[src/design/lts_pkg.sv]
`timescale 1ns / 1ps

package lts_pkg;

	// result kinds
	localparam logic [1:0] KIND_BYTE   = 2'd0;
	localparam logic [1:0] KIND_EMPTY  = 2'd1;
	localparam logic [1:0] KIND_STATUS = 2'd2;

	// token classes
	localparam logic [1:0] CLS_WORD    = 2'd0;
	localparam logic [1:0] CLS_BRACKET = 2'd1;
	localparam logic [1:0] CLS_OP      = 2'd2;
	localparam logic [1:0] CLS_QUOTE   = 2'd3;

	// characters
	localparam logic [7:0] CH_SPACE  = 8'h20;
	localparam logic [7:0] CH_TAB    = 8'h09;
	localparam logic [7:0] CH_CR     = 8'h0d;
	localparam logic [7:0] CH_LPAREN = 8'h28;
	localparam logic [7:0] CH_RPAREN = 8'h29;
	localparam logic [7:0] CH_LBRACK = 8'h5b;
	localparam logic [7:0] CH_RBRACK = 8'h5d;
	localparam logic [7:0] CH_LBRACE = 8'h7b;
	localparam logic [7:0] CH_RBRACE = 8'h7d;
	localparam logic [7:0] CH_PLUS   = 8'h2b;
	localparam logic [7:0] CH_MINUS  = 8'h2d;
	localparam logic [7:0] CH_STAR   = 8'h2a;
	localparam logic [7:0] CH_SLASH  = 8'h2f;
	localparam logic [7:0] CH_EQ     = 8'h3d;
	localparam logic [7:0] CH_BANG   = 8'h21;
	localparam logic [7:0] CH_LT     = 8'h3c;
	localparam logic [7:0] CH_GT     = 8'h3e;
	localparam logic [7:0] CH_AMP    = 8'h26;
	localparam logic [7:0] CH_PIPE   = 8'h7c;
	localparam logic [7:0] CH_CARET  = 8'h5e;
	localparam logic [7:0] CH_PCT    = 8'h25;
	localparam logic [7:0] CH_TILDE  = 8'h7e;
	localparam logic [7:0] CH_DQUOTE = 8'h22;
	localparam logic [7:0] CH_SQUOTE = 8'h27;
	localparam logic [7:0] CH_BSLASH = 8'h5c;

	// result slots per input transaction and queue geometry
	localparam int SLOTS       = 3;
	localparam int SLOT_W      = 2;
	localparam int QUEUE_DEPTH = 4;
	localparam int QPTR_W      = 2;
	localparam int QCNT_W      = 3;

	typedef struct packed {
		logic [7:0] in_byte;
		logic       line_end;
	} in_item_t;

	typedef struct packed {
		logic [1:0] item_kind;
		logic [7:0] token_byte;
		logic [1:0] token_class;
		logic       token_first;
		logic       token_last;
		logic       line_error;
		logic       last_result;
	} out_item_t;

	typedef struct packed {
		out_item_t [SLOTS-1:0] slot;
	} bundle_t;

	// front to queue
	typedef struct packed {
		logic    valid;
		bundle_t bundle;
	} push_t;

	// queue to back
	typedef struct packed {
		logic    valid;
		bundle_t bundle;
	} head_t;

	function automatic logic is_space(input logic [7:0] c);
		return (c == CH_SPACE) || (c >= CH_TAB && c <= CH_CR);
	endfunction

	function automatic logic is_bracket(input logic [7:0] c);
		return (c == CH_LPAREN) || (c == CH_RPAREN) || (c == CH_LBRACK) ||
			(c == CH_RBRACK) || (c == CH_LBRACE) || (c == CH_RBRACE);
	endfunction

	function automatic logic is_op(input logic [7:0] c);
		return (c == CH_PLUS) || (c == CH_MINUS) || (c == CH_STAR) || (c == CH_SLASH) ||
			(c == CH_EQ) || (c == CH_BANG) || (c == CH_LT) || (c == CH_GT) ||
			(c == CH_AMP) || (c == CH_PIPE) || (c == CH_CARET) || (c == CH_PCT) ||
			(c == CH_TILDE);
	endfunction

	function automatic logic is_quote(input logic [7:0] c);
		return (c == CH_DQUOTE) || (c == CH_SQUOTE);
	endfunction

	function automatic logic is_word(input logic [7:0] c);
		return !is_space(c) && !is_bracket(c) && !is_op(c) && !is_quote(c);
	endfunction

	function automatic logic is_pair(input logic [7:0] a, input logic [7:0] b);
		logic eq_pair;
		eq_pair = (b == CH_EQ) && ((a == CH_EQ) || (a == CH_BANG) || (a == CH_LT) ||
			(a == CH_GT) || (a == CH_PLUS) || (a == CH_MINUS) || (a == CH_STAR) ||
			(a == CH_SLASH) || (a == CH_PCT));
		return eq_pair || (a == CH_AMP && b == CH_AMP) || (a == CH_PIPE && b == CH_PIPE) ||
			(a == CH_MINUS && b == CH_GT);
	endfunction

	function automatic out_item_t mk_item(input logic [1:0] kind, input logic [7:0] b,
		input logic [1:0] cls, input logic first, input logic last, input logic err);
		out_item_t r;
		r.item_kind   = kind;
		r.token_byte  = b;
		r.token_class = cls;
		r.token_first = first;
		r.token_last  = last;
		r.line_error  = err;
		r.last_result = 1'b0;
		return r;
	endfunction

endpackage

[src/design/lts_front.sv]
`timescale 1ns / 1ps

module lts_front (
	input  logic              clk,
	input  logic              arst_n,
	input  logic              item_valid,
	output logic              item_stall,
	input  lts_pkg::in_item_t item_data,
	input  logic              q_full,
	output lts_pkg::push_t    push
);
	import lts_pkg::*;

	logic [7:0] held_byte_q;
	logic       held_valid_q;
	logic [1:0] held_class_q;
	logic       held_first_q;
	logic       in_quote_q;
	logic       quote_is_single_q;
	logic       escape_armed_q;

	logic [7:0] nb;
	logic       nv;
	logic [1:0] nc;
	logic       nf;
	logic       niq;
	logic       nqs;
	logic       nea;
	logic [SLOT_W-1:0] n;
	bundle_t    b;
	logic [7:0] c;
	logic [7:0] qc;
	logic       taken;
	logic       first;
	logic       err;
	logic       accept;

	assign item_stall = q_full;
	assign accept     = item_valid && !item_stall;

	always_comb begin
		nb    = held_byte_q;
		nv    = held_valid_q;
		nc    = held_class_q;
		nf    = held_first_q;
		niq   = in_quote_q;
		nqs   = quote_is_single_q;
		nea   = escape_armed_q;
		n     = '0;
		b     = '0;
		c     = item_data.in_byte;
		qc    = quote_is_single_q ? CH_SQUOTE : CH_DQUOTE;
		taken = 1'b0;
		first = 1'b0;
		err   = 1'b0;

		if (in_quote_q) begin
			if (!escape_armed_q && c == qc) begin
				// closing quote
				if (nv) begin
					b.slot[n] = mk_item(KIND_BYTE, nb, nc, nf, 1'b1, 1'b0);
					nv = 1'b0;
				end else begin
					b.slot[n] = mk_item(KIND_EMPTY, 8'h00, CLS_QUOTE, 1'b1, 1'b1, 1'b0);
				end
				n   = n + 2'd1;
				niq = 1'b0;
			end else begin
				// quoted content, escaped byte taken raw
				nea   = !escape_armed_q && (c == CH_BSLASH);
				first = !nv;
				if (nv) begin
					b.slot[n] = mk_item(KIND_BYTE, nb, nc, nf, 1'b0, 1'b0);
					n = n + 2'd1;
				end
				nb = c;
				nc = CLS_QUOTE;
				nf = first;
				nv = 1'b1;
			end
		end else begin
			if (nv && nc == CLS_OP) begin
				if (is_pair(nb, c)) begin
					b.slot[n] = mk_item(KIND_BYTE, nb, nc, nf, 1'b0, 1'b0);
					n = n + 2'd1;
					b.slot[n] = mk_item(KIND_BYTE, c, CLS_OP, 1'b0, 1'b1, 1'b0);
					n = n + 2'd1;
					nv    = 1'b0;
					taken = 1'b1;
				end else begin
					b.slot[n] = mk_item(KIND_BYTE, nb, nc, nf, 1'b1, 1'b0);
					n  = n + 2'd1;
					nv = 1'b0;
				end
			end else if (nv) begin
				if (is_word(c)) begin
					b.slot[n] = mk_item(KIND_BYTE, nb, nc, nf, 1'b0, 1'b0);
					n  = n + 2'd1;
					nb = c;
					nc = CLS_WORD;
					nf = 1'b0;
					taken = 1'b1;
				end else begin
					b.slot[n] = mk_item(KIND_BYTE, nb, nc, nf, 1'b1, 1'b0);
					n  = n + 2'd1;
					nv = 1'b0;
				end
			end
			if (!taken) begin
				priority if (is_space(c)) begin
					nv = nv;
				end else if (is_bracket(c)) begin
					b.slot[n] = mk_item(KIND_BYTE, c, CLS_BRACKET, 1'b1, 1'b1, 1'b0);
					n = n + 2'd1;
				end else if (is_op(c)) begin
					nb = c;
					nc = CLS_OP;
					nf = 1'b1;
					nv = 1'b1;
				end else if (is_quote(c)) begin
					niq = 1'b1;
					nqs = (c == CH_SQUOTE);
					nea = 1'b0;
				end else begin
					nb = c;
					nc = CLS_WORD;
					nf = 1'b1;
					nv = 1'b1;
				end
			end
		end

		if (item_data.line_end) begin
			err = niq;
			if (nv) begin
				b.slot[n] = mk_item(KIND_BYTE, nb, nc, nf, 1'b1, 1'b0);
				n = n + 2'd1;
			end
			b.slot[n] = mk_item(KIND_STATUS, 8'h00, CLS_WORD, 1'b0, 1'b0, err);
			n   = n + 2'd1;
			nb  = '0;
			nv  = 1'b0;
			nc  = '0;
			nf  = 1'b0;
			niq = 1'b0;
			nqs = 1'b0;
			nea = 1'b0;
		end

		if (n != '0) begin
			b.slot[n - 2'd1].last_result = 1'b1;
		end
	end

	assign push.valid  = accept && (n != '0);
	assign push.bundle = b;

	always_ff @(posedge clk or negedge arst_n) begin
		if (!arst_n) begin
			held_byte_q       <= '0;
			held_valid_q      <= 1'b0;
			held_class_q      <= '0;
			held_first_q      <= 1'b0;
			in_quote_q        <= 1'b0;
			quote_is_single_q <= 1'b0;
			escape_armed_q    <= 1'b0;
		end else if (accept) begin
			held_byte_q       <= nb;
			held_valid_q      <= nv;
			held_class_q      <= nc;
			held_first_q      <= nf;
			in_quote_q        <= niq;
			quote_is_single_q <= nqs;
			escape_armed_q    <= nea;
		end
	end

endmodule

[src/design/lts_queue.sv]
`timescale 1ns / 1ps

module lts_queue (
	input  logic           clk,
	input  logic           arst_n,
	input  lts_pkg::push_t push,
	output logic           full,
	output lts_pkg::head_t head,
	input  logic           pop
);
	import lts_pkg::*;

	bundle_t             entry_q [QUEUE_DEPTH];
	logic [QPTR_W-1:0]   wr_ptr_q;
	logic [QPTR_W-1:0]   rd_ptr_q;
	logic [QCNT_W-1:0]   count_q;
	logic                do_push;
	logic                do_pop;

	assign full        = (count_q == QCNT_W'(QUEUE_DEPTH));
	assign head.valid  = (count_q != '0);
	assign head.bundle = entry_q[rd_ptr_q];
	assign do_push     = push.valid && !full;
	assign do_pop      = pop && head.valid;

	always_ff @(posedge clk) begin
		if (do_push) begin
			entry_q[wr_ptr_q] <= push.bundle;
		end
	end

	always_ff @(posedge clk or negedge arst_n) begin
		if (!arst_n) begin
			wr_ptr_q <= '0;
			rd_ptr_q <= '0;
			count_q  <= '0;
		end else begin
			if (do_push) begin
				wr_ptr_q <= wr_ptr_q + QPTR_W'(1);
			end
			if (do_pop) begin
				rd_ptr_q <= rd_ptr_q + QPTR_W'(1);
			end
			unique case ({do_push, do_pop})
				2'b10:   count_q <= count_q + QCNT_W'(1);
				2'b01:   count_q <= count_q - QCNT_W'(1);
				default: count_q <= count_q;
			endcase
		end
	end

endmodule

[src/design/lts_back.sv]
`timescale 1ns / 1ps

module lts_back (
	input  logic               clk,
	input  logic               arst_n,
	input  lts_pkg::head_t     head,
	output logic               pop,
	output logic               result_valid,
	input  logic               result_stall,
	output lts_pkg::out_item_t result_data
);
	import lts_pkg::*;

	logic [SLOT_W-1:0] idx_q;
	logic              result_valid_q;
	out_item_t         result_data_q;
	out_item_t         cur;
	logic              load;

	assign cur          = head.bundle.slot[idx_q];
	assign load         = !result_valid_q || !result_stall;
	assign pop          = load && head.valid && cur.last_result;
	assign result_valid = result_valid_q;
	assign result_data  = result_data_q;

	always_ff @(posedge clk or negedge arst_n) begin
		if (!arst_n) begin
			idx_q          <= '0;
			result_valid_q <= 1'b0;
		end else if (load) begin
			result_valid_q <= head.valid;
			if (head.valid) begin
				idx_q <= cur.last_result ? '0 : idx_q + SLOT_W'(1);
			end
		end
	end

	always_ff @(posedge clk) begin
		if (load && head.valid) begin
			result_data_q <= cur;
		end
	end

endmodule

[src/design/line_token_splitter_unit.sv]
// line token splitter
// item channel: one character per transaction (item_valid / item_stall / item_data),
//   item_data.line_end marks the final character of a text line
// result channel: token bytes with first/last marks and class, empty quoted tokens and
//   one end-of-line status per line (result_valid / result_stall / result_data);
//   last_result marks the final result caused by an input transaction
// a front stage classifies each character against the held lookahead byte and builds
// a bundle of up to three results; a four-entry bundle queue feeds a back stage that
// hands out one result per cycle through an output register while it is not stalled
// an accepted character's results pass the bundle queue, then the output register
// throughput: one character per cycle while characters average at most one result and
//   the receiver does not stall; bursts of multi-result characters fill the queue and
//   item_stall rises while it is full
// reset clears the held byte, the quote state, the queue and the output register
// a stalled receiver freezes the output register; the queue absorbs up to four more
// characters that cause results before item_stall is raised
// a status with line_error set means the line ended inside a quote: drop that line
`timescale 1ns / 1ps

module line_token_splitter_unit (
	input  logic               clk,
	input  logic               arst_n,
	input  logic               item_valid,
	output logic               item_stall,
	input  lts_pkg::in_item_t  item_data,
	output logic               result_valid,
	input  logic               result_stall,
	output lts_pkg::out_item_t result_data
);
	import lts_pkg::*;

	push_t q_push;
	head_t q_head;
	logic  q_full;
	logic  q_pop;

	// classification and lookahead state
	lts_front u_front (
		.clk        (clk),
		.arst_n     (arst_n),
		.item_valid (item_valid),
		.item_stall (item_stall),
		.item_data  (item_data),
		.q_full     (q_full),
		.push       (q_push)
	);

	// bundle queue decoupling front and back
	lts_queue u_queue (
		.clk    (clk),
		.arst_n (arst_n),
		.push   (q_push),
		.full   (q_full),
		.head   (q_head),
		.pop    (q_pop)
	);

	// serializer and output register
	lts_back u_back (
		.clk          (clk),
		.arst_n       (arst_n),
		.head         (q_head),
		.pop          (q_pop),
		.result_valid (result_valid),
		.result_stall (result_stall),
		.result_data  (result_data)
	);

	// no bundle is pushed into a full queue
	a_no_overflow: assert property (@(posedge clk) disable iff (!arst_n)
		q_full |-> !q_push.valid)
		else $error("bundle pushed into full queue");

	// front only stalls when the queue is full
	a_stall_full: assert property (@(posedge clk) disable iff (!arst_n)
		item_stall |-> q_full)
		else $error("item stalled with queue space left");

	// a status always closes the results of its transaction
	a_status_last: assert property (@(posedge clk) disable iff (!arst_n)
		result_valid && result_data.item_kind == KIND_STATUS |-> result_data.last_result)
		else $error("status result not marked last");

	// an empty quoted token is a whole token
	a_empty_whole: assert property (@(posedge clk) disable iff (!arst_n)
		result_valid && result_data.item_kind == KIND_EMPTY
			|-> result_data.token_first && result_data.token_last)
		else $error("empty token without first and last marks");

endmodule

[config.mk]
export PLATFORM = sky130hd
export DESIGN_NAME = line_token_splitter_unit
export DESIGN_NICKNAME = d
export VERILOG_FILES = /design/src/design/lts_pkg.sv /design/src/design/lts_front.sv /design/src/design/lts_queue.sv /design/src/design/lts_back.sv /design/src/design/line_token_splitter_unit.sv
export SDC_FILE = /design/constraint.sdc
export NUM_CORES = 1
export LEC_CHECK = 0
export BUFFER_PORTS_ARGS = -buffer_cell sky130_fd_sc_hd__buf_4
export CAP_MARGIN = 20
export CORE_MARGIN = 2
export CORE_UTILIZATION = 50
export CTS_BUF_LIST = sky130_fd_sc_hd__clkbuf_8
export CTS_CLUSTER_DIAMETER = 60
export DETAILED_ROUTE_END_ITERATION = 7
export PLACE_DENSITY = 0.78
export SLEW_MARGIN = 20
export SYNTH_ARGS = -nofsm -noshare
export SYNTH_HDL_FRONTEND = slang
export SYNTH_HIERARCHICAL = 1
export SYNTH_SLANG_ARGS = --single-unit
[constraint.sdc]
create_clock -name clk -period 6.3 [get_ports clk]
set_input_delay 1.26 -clock clk [delete_from_list [all_inputs] [get_ports clk]]
set_output_delay 1.26 -clock clk [all_outputs]
set_load 0.02 [all_outputs]
# [After elaboration in Yosys (flattened, before gate mapping)]
# Memory sizes are Yosys's and may differ from the RTL's.
# Index checks and enable logic that the tools add are counted.
[totals] ramBits=192 out_inout_bits=18 word_cells=278 register_bits=41 mem_count=1
[mem_list] memory="u_queue.entry_q" depth=4 width=48 read_ports=1 rd_clocked_by_memory_dff=0 wr=1 line="lts_queue.sv:13" text="bundle_t entry_q [QUEUE_DEPTH];"
[classes] reduce_logical=69 n_addsub=9 mux=120 n_lt_le_gt_ge=11 n_eq_ne=49
[op_table] operator="48-bit two-way mux" n=7
[op_table] operator="8-bit by 6-bit == test with 1-bit output, second input constant" n=25
[op_table] operator="48-bit bitwise mux" n=4
[op_table] operator="16-bit two-way mux" n=9
[op_table] operator="16-bit demux with 2-bit select" n=4
[op_table] operator="8-bit two-way mux" n=11
[op_table] operator="8-bit by 7-bit == test with 1-bit output, second input constant" n=9
[op_table] operator="14-bit two-way mux" n=4
[op_table] operator="1-bit two-way mux" n=51
[op_table] operator="2-bit two-way mux" n=23
[op_table] operator="16-bit binary-select mux with 2-bit select" n=1
[op_table] operator="32-bit two-way mux" n=1
[op_table] operator="1-bit logical OR" n=31
[op_table] operator="1-bit logical AND" n=21
[op_table] operator="2-bit by 3-bit less-than comparator with 1-bit output, second input constant" n=5
[op_table] operator="15-bit two-way mux" n=1
[op_table] operator="7-bit AND reduction" n=2
[op_table] operator="2-bit by 1-bit adder with 2-bit output, second input constant" n=6
[op_table] operator="3-bit by 2-bit != test with 1-bit output, second input constant" n=4
[op_table] operator="2-bit != test, second input constant" n=5
[op_table] operator="1-bit zero test" n=9
[op_table] operator="3-bit two-way mux" n=3
[op_table] operator="8-bit == test" n=1
[op_table] operator="2-bit by 1-bit greater-or-equal comparator with 1-bit output, second input constant" n=4
[op_table] operator="13 further kinds" n=17

# [Longest topological paths before layout]
# Gate-level depths: netlist (run 1).
[logic_depth] word_depth=36 mapped_depth=21 mapped_depth_nobuf=19

# [Modules after synthesis]
# Netlist (run 1), hierarchy kept.
[by_module_without_submodules] mod="lts_queue" area_per_inst_um2=7414.6 seq_area_each_um2=5940.7 cells_per_inst=288 instances=1
[by_module_without_submodules] mod="lts_front" area_per_inst_um2=2293.4 seq_area_each_um2=375.4 cells_per_inst=305 instances=1
[by_module_without_submodules] mod="lts_back" area_per_inst_um2=980.9 seq_area_each_um2=555.5 cells_per_inst=85 instances=1

# [Worst setup path before layout (run 1)]
# OpenSTA, ideal clock, no wires.
[synth_path] path_kind="input to register" from="in item_data[5] (netlist bit)" to="mem u_queue/entry_q[0][0] (netlist bit), enable pin" arrival_ps=5362 slack_ps=528 cell_stages=15 path_buffers=2 setup_ps=410 path_cell_list="buf_6 -> or4b_4 -> buf_6 -> or3_4 -> a21oi_4 -> a211oi_2 -> nor3_4 -> ha_1 -> inv_1 -> a21oi_1 -> ha_1 -> mux2i_1 -> a21oi_1 -> nor2b_2 -> and2_1"
[synth_lines] element="start: declaration" line="line_token_splitter_unit.sv:25" text="input lts_pkg::in_item_t item_data,"
[synth_lines] element="end: declaration" line="lts_queue.sv:13"

==> metrics.md, run 1 <==
| Metric | Value |
|---|---|
| Clock Root Buffer | clkbuf_8 |
| First-pass GRT wire length | 34,100 um |
| Clock tree buffer depth | 3 |
| Initial cell density of the core | approximately half |
| Overall routing resource usage | 20.0% |
| Setup bufs post-CTS | 0 |
| CP Cell Sequence | buf_4, or4b_4, a2111oi_1, a211oi_2, nor3_4, ha_1, inv_1, a21oi_1, ha_1, mux2i_1, a21oi_1, nor2b_2, inv_1, ha_1, inv_1, fa_1, xor2_1, nor2_1, xor2_1 |
| CTS tree | yes |
| Leakage | 3.97 nW |
| Port bufs | 30 |
| Status | completed |
| RSZ-0062 raised after global routing | false |
| Fmax | 192 MHz |
| Overflow after GRT | 0 |
| Latest clock arrival within the worst-skew pair | roughly 0.52 ns |
| Worst setup margin | 1.08 ns |
| FP Rows | 53 |
| Required @ worst endpoint | 6.73 ns |
| Critical path launch point type | input pin |
| Clock sinks | 233 |
| # DRC | 0 |
| Worst-margin pin slew | 1.01 ns |
| CTS buffer count | 37 |
| CTS Hold Bufs | 0 |
| Clock Skew | ~0.024 ns |
| Data arrival, critical path | 5.65 ns |
| Largest delay share family, worst path | simple AND/OR/NAND/NOR gates |
| FF-to-FF setup slack | 1.70 ns |
| Final Cycle Share | 82.8% |
| Final net count | 735 |
| Area Growth Syn to Fin | 9.32% |
| H-tree depth | 2 |
| Die area | 22,600 um2 |
| Final setup fails | 0 |
| Proportion of layout cells with a drive suffix above 1 | 23.6% |
| DIE HEIGHT | 150 um |
| Via-to-Cell Ratio | between 6 and 7 |
| Slowest cell delay on critical path | approximately 0.60 ns |
| Register Area | around 7000 um2 |
| Average wire per standard cell | about 21 um |
| I/O Pins | 31 |
| VDD IR-drop max | 0.000200 V |
| Setup TNS | 0 ns |
| Hold Path Class | flop to flop |
| Critical path fanouts, max | 10 |
| Synthesized cell area | 10,700 um2 |
| WP buf/inv | 4 |
| Initial drt markers | 542 |
| Pwr Density | 423 nW/um2 |
| DP HPWL | around 14,000 um |
| Cells after synthesis | 678 |
| Synth Warn # | 6 |
| Fill cell count | 1,604 |
| Seq cells post-synth | 233 |
| Final Core Density | 55.6% |
| Critical path class | input pin to flop |
| Clk pin slew, worst setup/hold paths | 0.06 ns |
| Critical Path End Type | flop |
| Die width | 150 um |
| Via count | just over 6,000 |
| Tmin final | approximately 5.2 ns |
| Final Hold Viols | 0 |
| EDFF count, synth | 208 |
| Synth cell types | 84 |
| Core footprint | 21,000 um2 |
| Final ANT Viol Nets | 0 |
| N_diodes | 0 |
| Rel. slew slack | roughly a third |
| Initial antenna violation count | 0 |
| Worst hold slack | 0.501 ns |
| Multi-input combinational cell area | 3370 um2 |
| CP max-delay cell | or4b_4 |
| Routed WL | 21,600 um |
| Ys async rst share | 10.7% |
| Tot Pwr | 4.95 mW |
| Top FF cell, synth | edfxtp_1 |
| DP Worst Slack | 0.591 ns |
| Mean Syn Cell Area | 15.8 um2 |
| Vias in the first global route | 6,342 |
| First-pass DRT Iterations | 5 |
| Max Slew Vio Count | 0 |
| Placer congestion estimate | between 0.8 and 0.9 |
| Seq/Total Area, Yosys | 64.3% |
| Largest net degree at the start of global routing | 51 |
| Post_cts resized | 0 |
| Max-cap violations | 0 |
## layout by cell type (no fill, tap or decap), types with 21 or more instances in the layout
cell,count
edfxtp_1,208
mux4_2,48
nand2_1,41
clkbuf_8,37
buf_4,36
inv_1,29
o21ai_0,28
dfrtp_1,23
nor2_1,22
mux2i_1,21
## Yosys cell counts (all sizes together), types with 4 or more instances
master / count / share of area (%)
or3: 7 / 0.50
nor2b: 21 / 1.3
xnor2: 6 / 0.49
a211o: 4 / 0.33
dfrtp: 25 / 5.9
or2: 5 / 0.29
nor2: 22 / 0.77
a21oi: 14 / 0.76
o21ai: 30 / 1.4
edfxtp: 208 / 58
nor4: 6 / 0.41
xor2: 5 / 0.41
nor3: 10 / 0.57
clkbuf: 13 / 0.47
nand2: 41 / 1.4
nand3: 7 / 0.33
nand2b: 10 / 0.59
nand4b: 4 / 0.33
ha: 10 / 1.2
mux2i: 21 / 2.0
a22o: 9 / 0.74
and2: 17 / 1.1
a211oi: 5 / 0.44
buf: 34 / 3.0
mux4: 48 / 10
a31oi: 8 / 0.47
inv: 20 / 0.75
o22ai: 12 / 0.70
## registers in the layout, indices dropped and copies added (netlist names)
signal                     count
u_back/idx_q                   2
u_front/escape_armed_q         1
u_front/held_class_q           2
u_back/result_valid            1
u_queue/rd_ptr_q               2
u_back/result_data            16
u_queue/count_q                3
u_front/in_quote_q             1
u_front/quote_is_single_q      1
u_front/held_first_q           1
u_front/held_valid_q           1
u_queue/wr_ptr_q               2
u_front/held_byte_q            8
u_queue/entry_q              192
## path summary, 6_finish.rpt
kind                                                        from  cells past startpoint                         endpoint
worst max-delay path                                item_data[5]                     19   u_queue/count_q[2]$_DFFE_PN0P_
worst min-delay path              u_queue/count_q[2]$_DFFE_PN0P_                      1   u_queue/count_q[2]$_DFFE_PN0P_
worst max register to register  u_front/held_valid_q$_DFFE_PN0P_                     19   u_queue/count_q[2]$_DFFE_PN0P_
worst min register to register    u_queue/count_q[2]$_DFFE_PN0P_                      1   u_queue/count_q[2]$_DFFE_PN0P_
max in group asynchronous                                 arst_n                      1  u_queue/rd_ptr_q[0]$_DFFE_PN0P_
min in group asynchronous                                 arst_n                      1      u_back/idx_q[1]$_DFFE_PN0P_
## logic make-up (layout without fill, tap and decap cells)
| logic type | after synthesis | after routing | share of synthesized area [%] |
|---|---|---|---|
| and+or+nand+nor | 170 | 170 | 9.13 |
| AOI/OAI and AO/OA | 115 | 115 | 7.85 |
| buffers and inverters | 67 | 124 | 4.25 |
| adders and majority gates | 11 | 11 | 1.36 |
| xor gates and xnor gates | 11 | 11 | 0.901 |
| other | 1 | 2 | 0.0351 |
| muxes | 70 | 70 | 12.2 |
| DFF | 233 | 233 | 64.3 |
## area by class of cell
type / instances / area share, %
Clock inverter: 27 / 1.31
Tap cell: 275 / 2.94
Clock buffer: 37 / 4.36
Multi-Input combinational cell: 379 / 28.9
Inverter: 20 / 0.685
Sequential cell: 233 / 58.8
Timing Repair Buffer: 40 / 3.00
## metal layers
layer  vias to the layer above  share of wire [%]  global-route usage [%]
li1                       2708                  -                       -
met1                      3115                 43                    27.8
met2                       224                 49                    32.6
met3                        31                6.0                    3.64
met4                         0                1.9                    5.66
met5                         -                  0                       0
## report_power, final
part	leakage (nW)	total (mW)	switching (mW)	internal, mW
clock	0.378	1.15	0.555	0.595
sequential	2.20	2.33	0.232	2.10
combinational	1.40	1.47	0.783	0.685
total	3.97	4.95	1.57	3.38
## worst register-to-register path, cell delays in order, from the launching register on
cell     delay, ns
dfrtp_1       0.66
inv_1         0.21
nor3_1        0.22
nand4_1       0.19
nor4_2        0.49
nor2_1        0.18
ha_1          0.42
inv_1         0.08
a21oi_1       0.14
ha_1          0.24
mux2i_1       0.26
a21oi_1       0.11
nor2b_2       0.21
inv_1         0.08
ha_1          0.18
inv_1         0.06
fa_1          0.37
xor2_1        0.15
nor2_1        0.11
xor2_1        0.16
## stage by stage
step,instances,instance area (um2)
detailed placement,947,11000
finish,1011,11700
floorplan,679,10700
global route,1011,11700
global placement,947,11000
CTS,1011,11700
(Power assumes the default switching activity.)
==> run 2: changes to the inputs <==
--- a/config.mk
+++ b/config.mk
@@ -12,7 +12,7 @@
 export CTS_BUF_LIST = sky130_fd_sc_hd__clkbuf_8
 export CTS_CLUSTER_DIAMETER = 60
 export DETAILED_ROUTE_END_ITERATION = 7
-export PLACE_DENSITY = 0.78
+export PLACE_DENSITY = 0.81
 export SLEW_MARGIN = 20
 export SYNTH_ARGS = -nofsm -noshare
 export SYNTH_HDL_FRONTEND = slang
==> constraint.sdc (replaced) <==
create_clock -name clk -period 4.3 [get_ports clk]
set_input_delay 0.86 -clock clk [delete_from_list [all_inputs] [get_ports clk]]
set_output_delay 0.86 -clock clk [all_outputs]
set_load 0.02 [all_outputs]
==> run 2 against run 1 <==
Effect of this change:
- combinational power increased by 69%
- hold slack worse by 0.24 ns
- core utilization increased by 2.7 points
- critical endpoint unchanged
- largest cell class unchanged
==> metrics.md, run 2 (same netlist as run 1, synthesis figures left out) <==
| Metric | Value |
|---|---|
| Clk pin slew, worst setup/hold paths | 0.07 ns (about the same) |
| Most flop-heavy register | u_queue/entry_q |
| Critical Path End Type | flop |
| Vias in the first global route | 6,605 (+4.1%) |
| Max Slew Vio Count | 0 (unchanged) |
| H-tree depth | 2 (unchanged) |
| Average wire per standard cell | 20.8 um (-2.4%) |
| Worst-margin pin slew | 0.839 ns (-0.166 ns) |
| Placer congestion estimate | 0.968 (+13%) |
| Proportion of layout cells with a drive suffix above 1 | 30.3% (+6.6 points) |
| Status | completed |
| N_diodes | 0 (unchanged) |
| First-pass DRT Iterations | 5 (unchanged) |
| CTS buffer count | 37 (unchanged) |
| CP Cell Sequence | buf_4, or4b_4, or3_4, a21oi_4, and2_4, nor2_1, ha_4, inv_2, a21oi_2, ha_1, mux2i_2, a21oi_1, nor2b_4, inv_1, ha_2, inv_2, fa_2, xor2_1, nor2_1, xor2_1 |
| Critical path fanouts, max | 5 (-5) |
| WP buf/inv | 4 (unchanged) |
| Required @ worst endpoint | 4.73 ns (-2.00 ns) |
| Overflow after GRT | 0 (unchanged) |
| Clock Skew | 0.0182 ns (-0.00604 ns) |
| CTS Hold Bufs | 0 (unchanged) |
| Critical path class | input pin to flop |
| CTS tree | yes |
| Tot Pwr | 7.43 mW (+50%) |
| DIE HEIGHT | 150 um (unchanged) |
| Worst setup margin | 0.177 ns (-0.905 ns) |
| Final net count | 798 (+8.6%) |
| VDD IR-drop max | 0.000288 V (+44%) |
| Slowest cell delay on critical path | 0.57 ns (-0.03 ns) |
| Via-to-Cell Ratio | 5.90 (-1.9%) |
| Tmin final | 4.12 ns |
| DP HPWL | 15,500 um (+11%) |
| Latest clock arrival within the worst-skew pair | 0.52 ns (about the same) |
| Leakage | 4.30 nW (+8.2%) |
| Multi-input combinational cell area | 3430 um2 (+1.6%) |
| Die area | 22,600 um2 (unchanged) |
| # DRC | 0 (unchanged) |
| Overall routing resource usage | 20.8% (+0.88 points) |
| Clock tree buffer depth | 3 (unchanged) |
| Clock Root Buffer | clkbuf_8 |
| Max-cap violations | 0 (unchanged) |
| Initial cell density of the core | 50.8% (unchanged) |
| Final Cycle Share | about 96% |
| Largest delay share family, worst path | simple AND/OR/NAND/NOR gates |
| CP startpoint | item_data[5] |
| Final ANT Viol Nets | 0 (unchanged) |
| Most common cell after layout, fill and taps aside | edfxtp_1 |
| I/O Pins | 31 (unchanged) |
| Critical path launch point type | input pin |
| Routed WL | 22,400 um (+3.7%) |
| First-pass GRT wire length | 35,600 um (+4.3%) |
| RSZ-0062 raised after global routing | false |
| FP Rows | 53 (unchanged) |
| Die width | 150 um (unchanged) |
| Port bufs | 30 (unchanged) |
| Data arrival, critical path | 4.55 ns (-1.10 ns) |
| Core footprint | 21,000 um2 (unchanged) |
| Via count | 6,336 (+4.2%) |
| Area Growth Syn to Fin | 14.7% |
| Flip-flop count of the largest register after layout | 192 (unchanged) |
| Initial drt markers | 625 (+15%) |
| Pwr Density | 606 nW/um2 (+43%) |
| Fill cell count | 1,494 (-6.9%) |
| Final Hold Viols | 0 (unchanged) |
| Largest net degree at the start of global routing | 43 (-16%) |
| Clock sinks | 233 (unchanged) |
| Fmax | 243 MHz |
| Most frequent cells in the layout | edfxtp_1 (208), buf_4 (93), mux4_2 (48), nand2_1 (41), clkbuf_8 (39) |
| Final setup fails | 0 (unchanged) |
| Hold Path Class | input pin to asynchronous set/reset pin |
| RR Startpoint | u_front/held_byte_q[7]$_DFFE_PN0P_ |
| DP Worst Slack | -0.363 ns (-0.954 ns) |
| Register Area | 6870 um2 (about the same) |
| Initial antenna violation count | 0 (unchanged) |
| CP max-delay cell | or4b_4 |
| Rel. slew slack | 44.1% (+11 points) |
[run 2: changes by cell type in the layout (fill, tap and decap cells not counted), moves of 4 or more]
cell / before / now
and2_2: 6 / 1
clkinv_1: 6 / 10
buf_12: 4 / 10
and2_4: 2 / 7
buf_4: 36 / 93
[run 2: path summary, 6_finish.rpt]
path / to / slack, ns / cells past startpoint
setup / recovery: u_queue/count_q[2]$_DFFE_PN0P_ / 0.18 / 20
hold / removal: u_front/held_byte_q[1]$_DFFE_PN0P_ / 0.26 / 1
setup reg to reg: u_queue/count_q[2]$_DFFE_PN0P_ / 0.34 / 20
hold reg to reg: u_queue/count_q[2]$_DFFE_PN0P_ / 0.50 / 1
max in group asynchronous: u_queue/rd_ptr_q[1]$_DFFE_PN0P_ / 3.76 / 1
min in group clk: u_queue/count_q[2]$_DFFE_PN0P_ / 0.50 / 1
[run 2: per-layer routing]
metal | track usage, % | vias up | wire [um] | part of all wire (%)
met5 | 0 | - | 0 | 0
met4 | 8.21 | 0 | 681 | 3.0
met3 | 4.21 | 57 | 1390 | 6.2
met2 | 35.4 | 247 | 11400 | 51
met1 | 26.5 | 3197 | 8910 | 40
li1 | - | 2835 | - | -
[run 2: what timing repair did]
action | 4_1_cts | 5_1_grt
endpoints found under the setup margin | 0 | 1
setup buffers | 0 | 0
hold endpoints to repair | 0 | 0
resized for setup | 0 | 2
[run 2: power by group]
group,internal [mW],leakage [nW],switching [mW]
logic,1.17,1.73,1.31
clock network,0.837,0.371,0.807
registers,3.07,2.20,0.231
total,5.08,4.30,2.35
[run 2: through the flow]
stage,utilization (%),hold slack [ns],TNS (ns),instance area [um2],cells
finish,58.3,0.261,0,12300,1074
global route,58.3,0.263,0,12300,1074
global placement,55.3,0.472,-0.458,11600,1010
CTS,58.3,0.238,0,12300,1074
detailed placement,55.3,0.493,-7.98,11600,1010
floorplan,-,0.452,-41.93,10700,679
[run 2: cell type report]
| class | instances | share of cell area [%] |
|---|---|---|
| flip-flops and latches | 233 | 56.1 |
| multi-input cells | 379 | 27.9 |
| repair buffers | 103 | 7.33 |
| clock buffers | 39 | 4.38 |
| well taps | 275 | 2.81 |
| clock inverters | 25 | 0.837 |
| inverters | 20 | 0.653 |
==> run 3: changes to the inputs <==
--- a/config.mk
+++ b/config.mk
@@ -12,7 +12,7 @@
 export CTS_BUF_LIST = sky130_fd_sc_hd__clkbuf_8
 export CTS_CLUSTER_DIAMETER = 60
 export DETAILED_ROUTE_END_ITERATION = 7
-export PLACE_DENSITY = 0.81
+export PLACE_DENSITY = 0.72
 export SLEW_MARGIN = 20
 export SYNTH_ARGS = -nofsm -noshare
 export SYNTH_HDL_FRONTEND = slang
==> run 3 against run 2 <==
Effect of this change:
- global-route usage fell by 0.16 points
- critical path depth is the same
- highest routed layer unchanged
- wire length barely moved
- critical endpoint unchanged
==> metrics.md, run 3 (same netlist as run 1, synthesis figures left out) <==
| Metric | Value |
|---|---|
| Status | completed |
| CTS Hold Bufs | 0 (unchanged) |
| Clock Skew | 0.0161 ns (-0.00217 ns) |
| Worst setup margin | 0.147 ns (-0.0296 ns) |
| Most flop-heavy register | u_queue/entry_q |
| Initial antenna violation count | 0 (unchanged) |
| CTS buffer count | 37 (unchanged) |
| Max-cap violations | 0 (unchanged) |
| Vias in the first global route | 6,453 (-2.3%) |
| I/O Pins | 31 (unchanged) |
| # DRC | 0 (unchanged) |
| Clock tree buffer depth | 3 (unchanged) |
| First-pass DRT Iterations | 5 (unchanged) |
| Final Hold Viols | 0 (unchanged) |
| Final setup fails | 0 (unchanged) |
| Worst hold slack | 0.251 ns (-0.0103 ns) |
| CTS tree | yes |
| FF-to-FF setup slack | 0.36 ns (+0.02 ns) |
| DP Worst Slack | -0.377 ns (-0.0141 ns) |
| DIE HEIGHT | 150 um (unchanged) |
| Overall routing resource usage | 20.7% (-0.16 points) |
| Pwr Density | 604 nW/um2 (-0.34%) |
| Hold Path Class | input pin to asynchronous set/reset pin |
| Leakage | 4.29 nW (-0.14%) |
| Die area | 22,600 um2 (unchanged) |
| GR Util met2 | 34.6% (-0.75 points) |
| Initial drt markers | 592 (-5.3%) |
| Routed WL | 22,400 um (about the same) |
| Area Growth Syn to Fin | 14.6% (about the same) |
| Data arrival, critical path | 4.59 ns (+0.04 ns) |
| GR Util met3 | 3.73% (-0.48 points) |
| H-tree depth | 2 (unchanged) |
| Max Slew Vio Count | 0 (unchanged) |
| Critical path launch point type | input pin |
| Clk pin slew, worst setup/hold paths | 0.06 ns (about the same) |
| Tot Pwr | 7.40 mW (-0.41%) |
| Via count | 6,243 (-1.5%) |
| Final net count | 794 (-0.50%) |
| Worst-margin pin slew | 0.876 ns (+0.0369 ns) |
| Critical Path End Type | flop |
| FP Rows | 53 (unchanged) |
| Final Core Density | 58.3% (about the same) |
| Clock sinks | 233 (unchanged) |
| Most common cell after layout, fill and taps aside | edfxtp_1 |
| Most frequent cells in the layout | edfxtp_1 (208), buf_4 (87), mux4_2 (48), nand2_1 (41), clkbuf_8 (37) |
| VDD IR-drop max | 0.000249 V (-13%) |
| Tmin final | 4.15 ns (+0.0296 ns) |
| Placer congestion estimate | 0.937 (-3.1%) |
| Critical path fanouts, max | 5 (unchanged) |
| Port bufs | 30 (unchanged) |
| Busiest layer in global routing | met2 |
| DP HPWL | 14,900 um (-3.7%) |
| Finished Cell Area | 12,300 um2 (about the same) |
| Fmax | 241 MHz (-0.71%) |
| Placed cell areas | 11,600 um2 (about the same) |
| Latest clock arrival within the worst-skew pair | 0.52 ns (about the same) |
| Final Cycle Share | 96.6% (+0.69 points) |
| RSZ-0062 raised after global routing | false |
| Average wire per standard cell | 20.9 um (+0.16%) |
| N_diodes | 0 (unchanged) |
| Largest net degree at the start of global routing | 40 (-7.0%) |
| Required @ worst endpoint | 4.73 ns (about the same) |
| Via-to-Cell Ratio | 5.82 (-1.4%) |
| Critical path class | input pin to flop |
| Proportion of layout cells with a drive suffix above 1 | 29.4% (-0.84 points) |
| Die width | 150 um (unchanged) |
| Overflow after GRT | 0 (unchanged) |
| Grt met1 use | 27.6% (+1.1 points) |
| Rel. slew slack | 41.6% (-2.5 points) |
| First-pass GRT wire length | 35,300 um (-0.95%) |
| Final ANT Viol Nets | 0 (unchanged) |
| Core footprint | 21,000 um2 (unchanged) |
| Flip-flop count of the largest register after layout | 192 (unchanged) |
| Clock Root Buffer | clkbuf_8 |
| Initial cell density of the core | 50.8% (unchanged) |
run 3: cell types whose count changed in the layout (fill, tap and decap cells not counted), moves of 2 or more:
cell        previous run  this run
clkinv_2               3         0
inv_1                 27        34
clkinvlp_4             0         2
buf_12                10        12
buf_4                 93        87
clkbuf_8              39        37
run 3: path summary, 6_finish.rpt:
path	from	endpoint	cells after the start
setup / recovery	item_data[5]	u_queue/count_q[2]$_DFFE_PN0P_	20
hold / removal	arst_n	u_back/idx_q[1]$_DFFE_PN0P_	1
setup reg to reg	u_front/held_byte_q[3]$_DFFE_PN0P_	u_queue/count_q[2]$_DFFE_PN0P_	20
hold reg to reg	u_queue/count_q[2]$_DFFE_PN0P_	u_queue/count_q[2]$_DFFE_PN0P_	1
max in group asynchronous	arst_n	u_queue/rd_ptr_q[0]$_DFFE_PN0P_	1
min in group clk	u_queue/count_q[2]$_DFFE_PN0P_	u_queue/count_q[2]$_DFFE_PN0P_	1
run 3: where the power goes:
group / total (mW) / internal (mW) / switching [mW] / leakage (nW)
combinational: 2.47 / 1.17 / 1.30 / 1.72
clock: 1.61 / 0.804 / 0.806 / 0.380
sequential: 3.32 / 3.08 / 0.245 / 2.20
total: 7.40 / 5.05 / 2.35 / 4.29
run 3: timing repair:
item,4_1_cts,5_1_grt
gates resized for setup,0,1
setup endpoints to repair,0,1
setup buffers,0,0
run 3: final cells by class:
class | count | area, um2
Fill cell | 1558 | 8770
Sequential cell | 233 | 6880
Multi-Input combinational cell | 379 | 3430
Timing Repair Buffer | 99 | 893
Clock buffer | 37 | 509
Tap cell | 275 | 344
Clock inverter | 30 | 125
Inverter | 20 | 80.1
run 3: worst max-delay path: stages:
cell and delay [ns]:
buf_4 0.11, or4b_4 0.58, or3_4 0.37, a21oi_4 0.19, and2_2 0.22, nor2_1 0.09
ha_4 0.29, inv_2 0.04, a21oi_2 0.10, ha_1 0.24, mux2i_2 0.20, a21oi_1 0.09
nor2b_4 0.15, inv_1 0.09, ha_2 0.19, inv_2 0.04, fa_2 0.33, xor2_1 0.15
nor2_1 0.13, xor2_1 0.14
run 3: per-stage QoR:
step | setup TNS [ns] | std cells
3_3_place_gp | -2.59 | 1006
2_1_floorplan | -41.93 | 679
4_1_cts | 0 | 1073
3_5_place_dp | -9.92 | 1006
6_report | 0 | 1073
5_1_grt | 0 | 1073
run 3: layer usage:
metal	wire length, um	vias to the layer above
met4	414	0
met2	11100	199
li1	-	2830
met3	1210	31
met1	9690	3183
met5	0	-
